<file path="config.mk">
export PLATFORM = sky130hd
export DESIGN_NAME = uart_rx_ring_line_splitter_flat
export DESIGN_NICKNAME = d
export VERILOG_FILES = /design/src/sv/urls_pkg.sv /design/src/sv/urls_in_if.sv /design/src/sv/urls_out_if.sv /design/src/sv/urls_line_unit.sv /design/src/sv/uart_rx_ring_line_splitter.sv /design/src/flat_wrapper.sv
export SDC_FILE = /design/constraint.sdc
export NUM_CORES = 2
export LEC_CHECK = 0
export BUFFER_PORTS_ARGS = -buffer_cell sky130_fd_sc_hd__buf_2
export CORE_ASPECT_RATIO = 1.75
export CORE_UTILIZATION = 52
export DETAILED_ROUTE_END_ITERATION = 8
export HOLD_SLACK_MARGIN = 0.02
export PLACE_DENSITY_LB_ADDON = 0.3
export SYNTH_ARGS = -nofsm -noshare
export SYNTH_HDL_FRONTEND = slang
export SYNTH_SLANG_ARGS = --single-unit
</file>
<file path="constraint.sdc">
create_clock -name i_clk -period 7.9 [get_ports i_clk]
set_input_delay 0 -clock i_clk [delete_from_list [all_inputs] [get_ports i_clk]]
set_output_delay 0 -clock i_clk [all_outputs]
set_load 0.05 [all_outputs]
</file>
<file path="src/sv/urls_pkg.sv">
// Shared types, codes and constants of the UART receive ring line splitter.
package urls_pkg;

    localparam int DEPTH_DEF     = 256;
    localparam int MAX_DELIM_DEF = 4;

    localparam logic [8:0]  LINE_CAP      = 9'd256;
    localparam logic [31:0] DELIM_RST     = 32'h0000_000A;
    localparam logic [2:0]  DELIM_LEN_RST = 3'd1;
    localparam logic [8:0]  MAX_LEN_RST   = 9'd256;

    typedef enum logic [1:0] {
        OP_RECEIVE = 2'd0,
        OP_READ    = 2'd1,
        OP_OPEN    = 2'd2,
        OP_CLOSE   = 2'd3
    } t_op;

    typedef enum logic [1:0] {
        CFG_DELIMITER = 2'd0,
        CFG_DELIM_LEN = 2'd1,
        CFG_MAX_LEN   = 2'd2
    } t_cfg_index;

    typedef enum logic [3:0] {
        ST_EMPTY     = 4'd0,
        ST_BYTE      = 4'd1,
        ST_DELIM_END = 4'd2,
        ST_LEN_END   = 4'd3,
        ST_STORED    = 4'd4,
        ST_OVERFLOW  = 4'd5,
        ST_DROPPED   = 4'd6,
        ST_OPENED    = 4'd7,
        ST_REFUSED   = 4'd8,
        ST_CLOSED    = 4'd9
    } t_status;

    typedef enum logic {
        S_IDLE = 1'b0,
        S_EXEC = 1'b1
    } t_state;

    typedef struct packed {
        logic [31:0] delimiter;
        logic [2:0]  delim_len;
        logic [8:0]  max_len;
    } t_cfg;

    typedef struct packed {
        logic [8:0] count;
        logic       delim_end;
        logic       len_end;
    } t_line_res;

endpackage

</file>
<file path="src/sv/urls_in_if.sv">
// Input channel: one operation item with its received byte.
interface urls_in_if;
    logic       valid;
    logic       ready;
    logic [1:0] op;
    logic [7:0] rx_byte;

    modport source (output valid, output op, output rx_byte, input ready);
    modport sink (input valid, input op, input rx_byte, output ready);
endinterface

</file>
<file path="src/sv/urls_out_if.sv">
// Output channel: one result item for each operation.
interface urls_out_if;
    logic       valid;
    logic       ready;
    logic [3:0] status;
    logic [7:0] data;
    logic [8:0] line_count;
    logic [7:0] unread_count;
    logic       is_open;

    modport source (output valid, output status, output data, output line_count,
                    output unread_count, output is_open, input ready);
    modport sink (input valid, input status, input data, input line_count,
                  input unread_count, input is_open, output ready);
endinterface

</file>
<file path="src/sv/urls_line_unit.sv">
// Line tracker: counts popped bytes and detects delimiter and length line ends.
module urls_line_unit
    import urls_pkg::*;
#(
    parameter int MAX_DELIM = MAX_DELIM_DEF
) (
    input  logic       i_clk,
    input  logic       i_rst_n,
    input  t_cfg       i_cfg,
    input  logic       i_pop,
    input  logic [7:0] i_byte,
    output t_line_res  o_res
);

    localparam int WIN_W = 8 * MAX_DELIM;

    logic [WIN_W-1:0] r_recent;
    logic [8:0]       r_line;
    logic [WIN_W-1:0] n_recent;
    logic [8:0]       n_line;

    logic [WIN_W+7:0] cat;
    logic [63:0]      delim_ext;
    logic [3:0]       dlen;
    logic [8:0]       limit;
    logic [8:0]       count;
    logic             mismatch;
    logic             hit;
    logic             len_hit;

    always_comb begin
        cat       = {r_recent, i_byte};
        n_recent  = cat[WIN_W-1:0];
        delim_ext = {32'd0, i_cfg.delimiter};

        dlen = {1'b0, i_cfg.delim_len};
        if (dlen == 4'd0) begin
            dlen = 4'd1;
        end else if (dlen > 4'(MAX_DELIM)) begin
            dlen = 4'(MAX_DELIM);
        end

        limit = i_cfg.max_len;
        if (limit == 9'd0 || limit > LINE_CAP) begin
            limit = LINE_CAP;
        end

        count = (r_line >= LINE_CAP) ? LINE_CAP : r_line + 9'd1;

        // Compare the newest bytes against the delimiter, newest byte first.
        mismatch = 1'b0;
        for (int i = 0; i < MAX_DELIM; i++) begin
            if (4'(i) < dlen && n_recent[8*i +: 8] != delim_ext[8*i +: 8]) begin
                mismatch = 1'b1;
            end
        end
        hit     = (count >= 9'(dlen)) && !mismatch;
        len_hit = !hit && (count >= limit);

        n_line = (hit || len_hit) ? 9'd0 : count;

        o_res.count     = i_pop ? count : r_line;
        o_res.delim_end = hit;
        o_res.len_end   = len_hit;
    end

    always_ff @(posedge i_clk) begin
        if (!i_rst_n) begin
            r_recent <= '0;
            r_line   <= 9'd0;
        end else if (i_pop) begin
            r_recent <= n_recent;
            r_line   <= n_line;
        end
    end

endmodule

</file>
<file path="src/sv/uart_rx_ring_line_splitter.sv">
// Top level of the UART receive ring buffer with line splitting.
// A result item is registered by the execute state, which follows the accept cycle
// and waits for room in the output register; no new item is taken before it ends.
// The ring memory is read on accept; pointers, line state and ring are updated in execute.
// Reset is synchronous and active low: pointers, port flag, line state and configuration
// return to their defaults; the ring memory is not cleared and needs no clearing pass.
module uart_rx_ring_line_splitter
    import urls_pkg::*;
#(
    parameter int DEPTH     = DEPTH_DEF,
    parameter int MAX_DELIM = MAX_DELIM_DEF
) (
    input  logic        i_clk,
    input  logic        i_rst_n,
    input  logic        i_cfg_we,
    input  logic [1:0]  i_cfg_index,
    input  logic [31:0] i_cfg_data,
    urls_in_if.sink     i_in,
    urls_out_if.source  o_out
);

    // Pointers index the ring; the fill count needs one more bit to hold DEPTH itself.
    localparam int PTR_W = $clog2(DEPTH);
    localparam int CNT_W = PTR_W + 1;
    localparam logic [PTR_W-1:0] PTR_LAST = PTR_W'(DEPTH - 1);

    // Configuration registers; the user must write them only while the block is idle, the block does not enforce it.
    t_cfg r_cfg;

    always_ff @(posedge i_clk) begin
        if (!i_rst_n) begin
            r_cfg.delimiter <= DELIM_RST;
            r_cfg.delim_len <= DELIM_LEN_RST;
            r_cfg.max_len   <= MAX_LEN_RST;
        end else if (i_cfg_we) begin
            unique case (t_cfg_index'(i_cfg_index))
                CFG_DELIMITER: r_cfg.delimiter <= i_cfg_data;
                CFG_DELIM_LEN: r_cfg.delim_len <= i_cfg_data[2:0];
                CFG_MAX_LEN:   r_cfg.max_len   <= i_cfg_data[8:0];
                default: ;
            endcase
        end
    end

    // Control state of the ring.
    t_state           r_state, n_state;
    logic [PTR_W-1:0] r_wp, n_wp;
    logic [PTR_W-1:0] r_rp, n_rp;
    logic             r_open, n_open;

    // The accepted item waits here while the ring memory read completes.
    t_op        r_op;
    logic [7:0] r_rx;

    // Ring memory: one write port, one registered read port.
    logic [7:0] r_mem [DEPTH];
    logic [7:0] r_mem_q;
    logic       mem_we;

    // Output register; it parts the result from the next accepted item.
    logic       r_out_valid;
    t_status    r_status, n_status;
    logic [7:0] r_data, n_data;
    logic [8:0] r_line_count;
    logic [7:0] r_unread, n_unread;
    logic       r_is_open;

    logic       in_acc;
    logic       out_free;
    logic       exec_done;
    logic       pop;
    t_line_res  line_res;

    logic [PTR_W-1:0] wp_adv;
    logic [PTR_W-1:0] rp_adv;
    logic [CNT_W-1:0] fill;

    assign in_acc   = i_in.valid && i_in.ready;
    assign out_free = !r_out_valid || o_out.ready;
    assign i_in.ready = (r_state == S_IDLE);

    assign wp_adv = (r_wp == PTR_LAST) ? '0 : r_wp + PTR_W'(1);
    assign rp_adv = (r_rp == PTR_LAST) ? '0 : r_rp + PTR_W'(1);

    urls_line_unit #(
        .MAX_DELIM (MAX_DELIM)
    ) u_line (
        .i_clk   (i_clk),
        .i_rst_n (i_rst_n),
        .i_cfg   (r_cfg),
        .i_pop   (pop),
        .i_byte  (r_mem_q),
        .o_res   (line_res)
    );

    // Next state: the item executes once the output register has room for its result.
    always_comb begin
        n_state   = r_state;
        n_wp      = r_wp;
        n_rp      = r_rp;
        n_open    = r_open;
        n_status  = ST_EMPTY;
        n_data    = 8'd0;
        mem_we    = 1'b0;
        pop       = 1'b0;
        exec_done = 1'b0;

        unique case (r_state)
            S_IDLE: begin
                if (in_acc) begin
                    n_state = S_EXEC;
                end
            end
            S_EXEC: begin
                if (out_free) begin
                    exec_done = 1'b1;
                    n_state   = S_IDLE;
                    unique case (r_op)
                        OP_RECEIVE: begin
                            if (!r_open) begin
                                n_status = ST_DROPPED;
                            end else if (wp_adv == r_rp) begin
                                // The ring is full: the port closes and the byte is lost.
                                n_open   = 1'b0;
                                n_status = ST_OVERFLOW;
                            end else begin
                                mem_we   = 1'b1;
                                n_wp     = wp_adv;
                                n_status = ST_STORED;
                            end
                        end
                        OP_READ: begin
                            if (r_open && r_rp != r_wp) begin
                                pop    = 1'b1;
                                n_rp   = rp_adv;
                                n_data = r_mem_q;
                                priority if (line_res.delim_end) begin
                                    n_status = ST_DELIM_END;
                                end else if (line_res.len_end) begin
                                    n_status = ST_LEN_END;
                                end else begin
                                    n_status = ST_BYTE;
                                end
                            end
                        end
                        OP_OPEN: begin
                            if (r_open) begin
                                n_status = ST_REFUSED;
                            end else begin
                                n_wp     = '0;
                                n_rp     = '0;
                                n_open   = 1'b1;
                                n_status = ST_OPENED;
                            end
                        end
                        OP_CLOSE: begin
                            n_open   = 1'b0;
                            n_status = ST_CLOSED;
                        end
                        default: ;
                    endcase
                end
            end
            default: n_state = S_IDLE;
        endcase

        // Bytes waiting after this step, taken modulo the ring depth.
        if (n_wp >= n_rp) begin
            fill = {1'b0, n_wp} - {1'b0, n_rp};
        end else begin
            fill = {1'b0, n_wp} + CNT_W'(DEPTH) - {1'b0, n_rp};
        end
        n_unread = n_open ? 8'(fill) : 8'd0;
    end

    always_ff @(posedge i_clk) begin
        if (!i_rst_n) begin
            r_state <= S_IDLE;
            r_wp    <= '0;
            r_rp    <= '0;
            r_open  <= 1'b0;
        end else begin
            r_state <= n_state;
            r_wp    <= n_wp;
            r_rp    <= n_rp;
            r_open  <= n_open;
        end
    end

    always_ff @(posedge i_clk) begin
        if (in_acc) begin
            r_op <= t_op'(i_in.op);
            r_rx <= i_in.rx_byte;
        end
    end

    // The read is issued in the accept cycle, so no write to the same slot can be pending.
    always_ff @(posedge i_clk) begin
        if (mem_we) begin
            r_mem[r_wp] <= r_rx;
        end
        if (in_acc) begin
            r_mem_q <= r_mem[r_rp];
        end
    end

    always_ff @(posedge i_clk) begin
        if (!i_rst_n) begin
            r_out_valid <= 1'b0;
        end else if (exec_done) begin
            r_out_valid <= 1'b1;
        end else if (o_out.ready) begin
            r_out_valid <= 1'b0;
        end
    end

    always_ff @(posedge i_clk) begin
        if (exec_done) begin
            r_status     <= n_status;
            r_data       <= n_data;
            r_line_count <= line_res.count;
            r_unread     <= n_unread;
            r_is_open    <= n_open;
        end
    end

    assign o_out.valid        = r_out_valid;
    assign o_out.status       = r_status;
    assign o_out.data         = r_data;
    assign o_out.line_count   = r_line_count;
    assign o_out.unread_count = r_unread;
    assign o_out.is_open      = r_is_open;

endmodule

</file>
<file path="src/flat_wrapper.sv">
// flat-port wrapper written by rule: the top's interface ports become plain ports
module uart_rx_ring_line_splitter_flat import urls_pkg::*;
#(
    parameter int DEPTH     = DEPTH_DEF,
    parameter int MAX_DELIM = MAX_DELIM_DEF
)
  (i_clk, i_rst_n, i_cfg_we, i_cfg_index, i_cfg_data, i_in_valid, i_in_op, i_in_rx_byte, i_in_ready, o_out_valid, o_out_status, o_out_data, o_out_line_count, o_out_unread_count, o_out_is_open, o_out_ready);
  urls_in_if i_in_i ();
  urls_out_if o_out_i ();
  input  logic i_clk;
  input  logic i_rst_n;
  input  logic i_cfg_we;
  input  logic [1:0] i_cfg_index;
  input  logic [31:0] i_cfg_data;
  input wire logic [$bits(i_in_i.valid)-1:0] i_in_valid;
  input wire logic [$bits(i_in_i.op)-1:0] i_in_op;
  input wire logic [$bits(i_in_i.rx_byte)-1:0] i_in_rx_byte;
  output wire logic [$bits(i_in_i.ready)-1:0] i_in_ready;
  output wire logic [$bits(o_out_i.valid)-1:0] o_out_valid;
  output wire logic [$bits(o_out_i.status)-1:0] o_out_status;
  output wire logic [$bits(o_out_i.data)-1:0] o_out_data;
  output wire logic [$bits(o_out_i.line_count)-1:0] o_out_line_count;
  output wire logic [$bits(o_out_i.unread_count)-1:0] o_out_unread_count;
  output wire logic [$bits(o_out_i.is_open)-1:0] o_out_is_open;
  input wire logic [$bits(o_out_i.ready)-1:0] o_out_ready;
  assign i_in_i.valid = i_in_valid;
  assign i_in_i.op = i_in_op;
  assign i_in_i.rx_byte = i_in_rx_byte;
  assign i_in_ready = i_in_i.ready;
  assign o_out_valid = o_out_i.valid;
  assign o_out_status = o_out_i.status;
  assign o_out_data = o_out_i.data;
  assign o_out_line_count = o_out_i.line_count;
  assign o_out_unread_count = o_out_i.unread_count;
  assign o_out_is_open = o_out_i.is_open;
  assign o_out_i.ready = o_out_ready;
  uart_rx_ring_line_splitter #(.DEPTH(DEPTH), .MAX_DELIM(MAX_DELIM)) u_core (.i_clk(i_clk), .i_rst_n(i_rst_n), .i_cfg_we(i_cfg_we), .i_cfg_index(i_cfg_index), .i_cfg_data(i_cfg_data), .i_in(i_in_i), .o_out(o_out_i));
endmodule
</file>
==> metrics.txt <==
# TYPE chip_impl_metric gauge
chip_impl_info{name="setup.worst_path.end_class",value="flip-flop"} 1
chip_impl_metric{name="postRouteWirelength",unit="mm"} 215.5
chip_impl_metric{name="synth_nets",unit=""} 4884
chip_impl_metric{name="globalRoute.totalOverflow",unit=""} 0
chip_impl_metric{name="netlist.area_leader.share",unit=""} 0.7240
chip_impl_metric{name="clk-insertion-delay-late",unit="ps"} 810
chip_impl_metric{name="setup_slack",unit="ps"} 1737
chip_impl_metric{name="worstPathRequired",unit="ps"} 8420
chip_impl_metric{name="post_synth_mux_area_share",unit=""} 0.1376
chip_impl_metric{name="dp_worst_setup_slack",unit="ps"} 1873
chip_impl_metric{name="netlist_instances",unit=""} 4804
chip_impl_metric{name="die_area",unit="um2"} 168900
chip_impl_metric{name="finalPower",unit="mW"} 22.33
chip_impl_metric{name="utilization",unit=""} 0.5843
chip_impl_metric{name="drv_slew",unit=""} 0
chip_impl_info{name="crit_path_start_kind",value="flip-flop"} 1
chip_impl_metric{name="viasPerCell",unit=""} 6.266
chip_impl_metric{name="setup_total_negative_slack",unit="ps"} 0
chip_impl_info{name="cp_common_cell",value="sky130_fd_sc_hd__a21o_1"} 1
chip_impl_metric{name="design.final.nets",unit=""} 5064
chip_impl_info{name="crit_chain",value="ha_1, nand3_2, a2111oi_0, o211a_2, nand2_1, and3_1, xor2_1, a32o_1, ha_1, o21ai_0, nand2b_1, a21o_1, a21o_1, a21o_1, a21oi_1, xnor2_1, xnor2_1, nor2_1"} 1
chip_impl_metric{name="number_of_nets_still_failing_antenna_checks_after_routing",unit=""} 0
chip_impl_metric{name="grt_first_pass_wirelength",unit="mm"} 313.1
chip_impl_metric{name="avgRoutedWirePerCell",unit="um"} 29.41
chip_impl_metric{name="min_period_over_period",unit=""} 0.7801
chip_impl_metric{name="cap_violations",unit=""} 0
chip_impl_info{name="category_of_the_critical_setup_timing_path",value="flip-flop to flip-flop"} 1
chip_impl_metric{name="filler_cell_count",unit=""} 11840
chip_impl_metric{name="io_pins",unit=""} 81
chip_impl_info{name="synth_top_cell_by_area",value="sky130_fd_sc_hd__edfxtp_1"} 1
chip_impl_info{name="root_buffer",value="sky130_fd_sc_hd__clkbuf_16"} 1
chip_impl_info{name="hold_path.class",value="primary input to flip-flop"} 1
chip_impl_metric{name="syn_area_per_cell",unit="um2"} 18.10
chip_impl_info{name="most_common_cell_in_the_synthesized_netlist",value="sky130_fd_sc_hd__edfxtp_1"} 1
chip_impl_metric{name="syn_to_final_growth",unit="%"} 11.73
chip_impl_metric{name="finClkSkew",unit="ps"} 29.43
chip_impl_metric{name="yosys.area_share.adder",unit=""} 0.004461
chip_impl_metric{name="async_flop_share",unit=""} 0
chip_impl_metric{name="cts_buffers",unit=""} 187
chip_impl_metric{name="floorplan.die.width",unit="um"} 311.1
chip_impl_info{name="main_combinational_cell_family_by_area_after_synthesis",value="multiplexers"} 1
chip_impl_metric{name="number_of_setup_violations_in_the_final_report",unit=""} 0
chip_impl_metric{name="num_rows",unit=""} 198
chip_impl_metric{name="dp_hpwl",unit="mm"} 125.8
chip_impl_metric{name="globalRouteTotalUtil",unit=""} 0.2534
chip_impl_metric{name="cts.reportedPaths.clkPinSlew",unit="ps"} 70
chip_impl_metric{name="synthSimpleGateAreaFrac",unit=""} 0.03643
chip_impl_info{name="synth.cells.most_frequent",value="2096 x sky130_fd_sc_hd__edfxtp_1, 472 x sky130_fd_sc_hd__mux2i_1, 320 x sky130_fd_sc_hd__mux4_2, 290 x sky130_fd_sc_hd__nor2_1, 281 x sky130_fd_sc_hd__nand2_1"} 1
chip_impl_info{name="status",value="finished, final reports clean"} 1
chip_impl_metric{name="cts-htree-levels",unit=""} 4
chip_impl_metric{name="timing.fmax",unit="MHz"} 162.3
chip_impl_metric{name="port_buffers",unit=""} 80
chip_impl_metric{name="power_leakage",unit="nW"} 28.81
chip_impl_metric{name="hold-worst-slack",unit="ps"} 52.99
chip_impl_metric{name="largest_driver_fanout_on_the_critical_path",unit=""} 24
chip_impl_metric{name="ir_drop",unit="mV"} 0.1815
chip_impl_metric{name="cellPowerDensity",unit="nW/um2"} 229.9
chip_impl_metric{name="gp_congestion",unit=""} 0.8655
chip_impl_metric{name="critPathMaxStageDelay",unit="ps"} 1060
chip_impl_info{name="setup_repair_after_global_routing_missed_its_margin",value="false"} 1
chip_impl_metric{name="fp.dieH",unit="um"} 542.9
chip_impl_metric{name="xor_xnor_cell_area_share_of_the_yosys_netlist",unit=""} 0.005613
chip_impl_metric{name="critical_path_arrival",unit="ps"} 6680
chip_impl_metric{name="first_pass_iters",unit=""} 6
chip_impl_info{name="post_synth_main_area_contributors",value="sky130_fd_sc_hd__edfxtp_1 72%, sky130_fd_sc_hd__mux4_2 8.3%, sky130_fd_sc_hd__mux2i_1 5.4%"} 1
chip_impl_metric{name="dr.first_iter.drc_count",unit=""} 4474
chip_impl_metric{name="grt_antenna_before_repair",unit=""} 4
chip_impl_metric{name="relSlewSlack",unit=""} 0.1098
chip_impl_metric{name="drive_gt1_frac",unit=""} 0.1523
chip_impl_metric{name="clock_sink_count",unit=""} 2192
chip_impl_metric{name="synth_sequential_area_ratio",unit=""} 0.7461
chip_impl_metric{name="vias",unit=""} 45930
chip_impl_metric{name="grt_pass1_vias",unit=""} 46370
chip_impl_metric{name="cts_repair_resize_count",unit=""} 0
chip_impl_metric{name="synth-warning-count",unit=""} 0
chip_impl_info{name="tritoncts",value="done"} 1
chip_impl_metric{name="worst_slew_pin_slew",unit="ps"} 1334
chip_impl_metric{name="remaining_drc_errors",unit=""} 0
chip_impl_metric{name="number_of_register_bits_inferred_by_synthesis",unit=""} 2192
chip_impl_metric{name="clk_path_buf_depth",unit=""} 4
chip_impl_metric{name="synth-compound-area-share",unit=""} 0.05462
chip_impl_metric{name="initial_core_utilization",unit=""} 0.5230
chip_impl_metric{name="fp.coreArea",unit="um2"} 166200
chip_impl_metric{name="finalWorstPathRequiredPeriod",unit="ps"} 6163
chip_impl_metric{name="pin_count_of_the_biggest_net_entering_global_routing",unit=""} 201
chip_impl_metric{name="netlist_area",unit="um2"} 86940
chip_impl_info{name="synth-main-ff-cell",value="sky130_fd_sc_hd__edfxtp_1"} 1
chip_impl_info{name="worst_path_max_delay_cell",value="sky130_fd_sc_hd__nand3_2"} 1
chip_impl_metric{name="netlist-cell-type-count",unit=""} 71
chip_impl_metric{name="final-hold-violation-count",unit=""} 0
chip_impl_metric{name="synth_edf_count",unit=""} 2096
worst paths after layout:
path	from	endpoint	slack (ps)	cells past startpoint
worst min-delay path	i_cfg_data[21]	u_core.r_cfg[33]$_SDFFE_PN0P_	50	4
worst min register to register	u_core.r_cfg[18]$_SDFFE_PN0P_	u_core.r_cfg[18]$_SDFFE_PN0P_	490	2
worst max register to register	u_core.r_wp[0]$_SDFF_PN0_	u_core.o_out.unread_count[7]$_SDFFCE_PN0P_	1740	18
worst max-delay path	u_core.r_wp[0]$_SDFF_PN0_	u_core.o_out.unread_count[7]$_SDFFCE_PN0P_	1740	18
cell usage in the layout, fill, tap and decap left out, types with 6 or more instances in the layout:
cell type                       netlist  routed
sky130_fd_sc_hd__edfxtp_1          2096    2096
sky130_fd_sc_hd__mux2i_1            472     472
sky130_fd_sc_hd__mux4_2             320     320
sky130_fd_sc_hd__nor2_1             290     289
sky130_fd_sc_hd__nand2_1            281     267
sky130_fd_sc_hd__o221ai_1           230     230
sky130_fd_sc_hd__clkbuf_16            0     191
sky130_fd_sc_hd__a21oi_1            152     152
sky130_fd_sc_hd__dlygate4sd3_1        0     147
sky130_fd_sc_hd__o22ai_1            119     119
sky130_fd_sc_hd__dfxtp_1             96      90
sky130_fd_sc_hd__buf_2               50      80
sky130_fd_sc_hd__buf_4                6      53
sky130_fd_sc_hd__a21boi_0            47      47
sky130_fd_sc_hd__o21ai_0             39      39
sky130_fd_sc_hd__clkinv_2             0      38
sky130_fd_sc_hd__clkinv_1             1      34
sky130_fd_sc_hd__xnor2_1             32      32
sky130_fd_sc_hd__clkbuf_1           182      32
sky130_fd_sc_hd__nor2b_1             32      31
sky130_fd_sc_hd__ha_1                31      31
sky130_fd_sc_hd__and2_1              28      28
sky130_fd_sc_hd__nand3_1             27      26
sky130_fd_sc_hd__bufinv_16            0      22
sky130_fd_sc_hd__xor2_1              21      21
sky130_fd_sc_hd__inv_1               19      19
sky130_fd_sc_hd__a211oi_1            18      18
sky130_fd_sc_hd__buf_12               0      16
sky130_fd_sc_hd__nand2b_1            16      15
sky130_fd_sc_hd__a21o_1              15      15
sky130_fd_sc_hd__nand2_2              0      13
sky130_fd_sc_hd__nand4_1             12      12
sky130_fd_sc_hd__o21a_1               9       9
sky130_fd_sc_hd__nor4_1               8       8
sky130_fd_sc_hd__or3_1                7       7
sky130_fd_sc_hd__nor3_1               7       7
sky130_fd_sc_hd__o32ai_1              6       6
sky130_fd_sc_hd__clkinvlp_4           0       6
stage by stage:
stage / cell area (um2) / cells
after floorplan: 86940 / 4804
after global placement: 89660 / 6848
after detailed placement: 89660 / 6848
after CTS: 97130 / 7327
after global routing: 97130 / 7328
final: 97140 / 7330
layout make-up:
| cell class | instances | area (um2) | area share |
|---|---|---|---|
| antenna | 3 | 7.507 | 0.00007729 |
| clock buffer | 223 | 4900 | 0.05044 |
| clock inverter | 109 | 1100 | 0.01132 |
| inverter | 22 | 85.08 | 0.0008759 |
| multi-input combinational | 2285 | 20820 | 0.2143 |
| sequential | 2192 | 64880 | 0.6680 |
| tap | 2200 | 2753 | 0.02834 |
| timing repair buffer | 296 | 2590 | 0.02666 |
worst max-delay path, delay by kind of cell, from the launching register on:
kind	cells	cell delay, ps
AND/OR/NAND/NOR	5	1560
AO/OA/AOI/OAI	8	2410
adder cells (fa/ha/maj)	2	840
XOR/XNOR	3	440
flip-flops	1	640
state kept, by name, summed over array words and instances, names as in the netlist:
register                   flops
u_core.r_mem                2048
u_core.r_cfg                  44
u_core.u_line.r_recent        24
u_core.o_out.line_count        9
u_core.u_line.r_line           9
u_core.o_out.data              8
u_core.o_out.unread_count      8
u_core.r_mem_q                 8
u_core.r_rp                    8
u_core.r_rx                    8
u_core.r_wp                    8
u_core.o_out.status            4
u_core.r_op                    2
u_core.o_out.is_open           1
u_core.o_out.valid             1
u_core.r_open                  1
u_core.r_state                 1
what timing repair did:
item / 4_1_cts / 5_1_grt
endpoints found under the hold margin: 128 / 0
hold buffers: 147 / 0
setup endpoints to repair: 0 / 0
buffers inserted: 0 / 0
kinds of logic (layout without fill, tap and decap cells):
kind of cell,Yosys count,count (layout)
XOR/XNOR,54,54
flip-flops,2192,2192
AND/OR/NAND/NOR,735,735
multiplexers,795,795
buffers and inverters,327,650
other,0,3
AO/OA/AOI/OAI,670,670
adder cells (fa/ha/maj),31,31
metal layers:
layer | vias to the layer above | wire length (um) | global-route usage
met5 | - | 17 | 0
met4 | 2 | 13130 | 0.1393
met3 | 475 | 12950 | 0.02878
met2 | 1990 | 112400 | 0.4503
met1 | 23730 | 77020 | 0.3007
li1 | 19740 | - | -
power breakdown:
group	internal, mW	switching, mW	leakage, nW	total [mW]
Clock	5.15	4.00	2.94	9.15
Sequential	12.8	0.0185	19.6	12.8
Combinational	0.0971	0.304	6.22	0.401
Note: power is estimated with default switching activity, not from simulation.
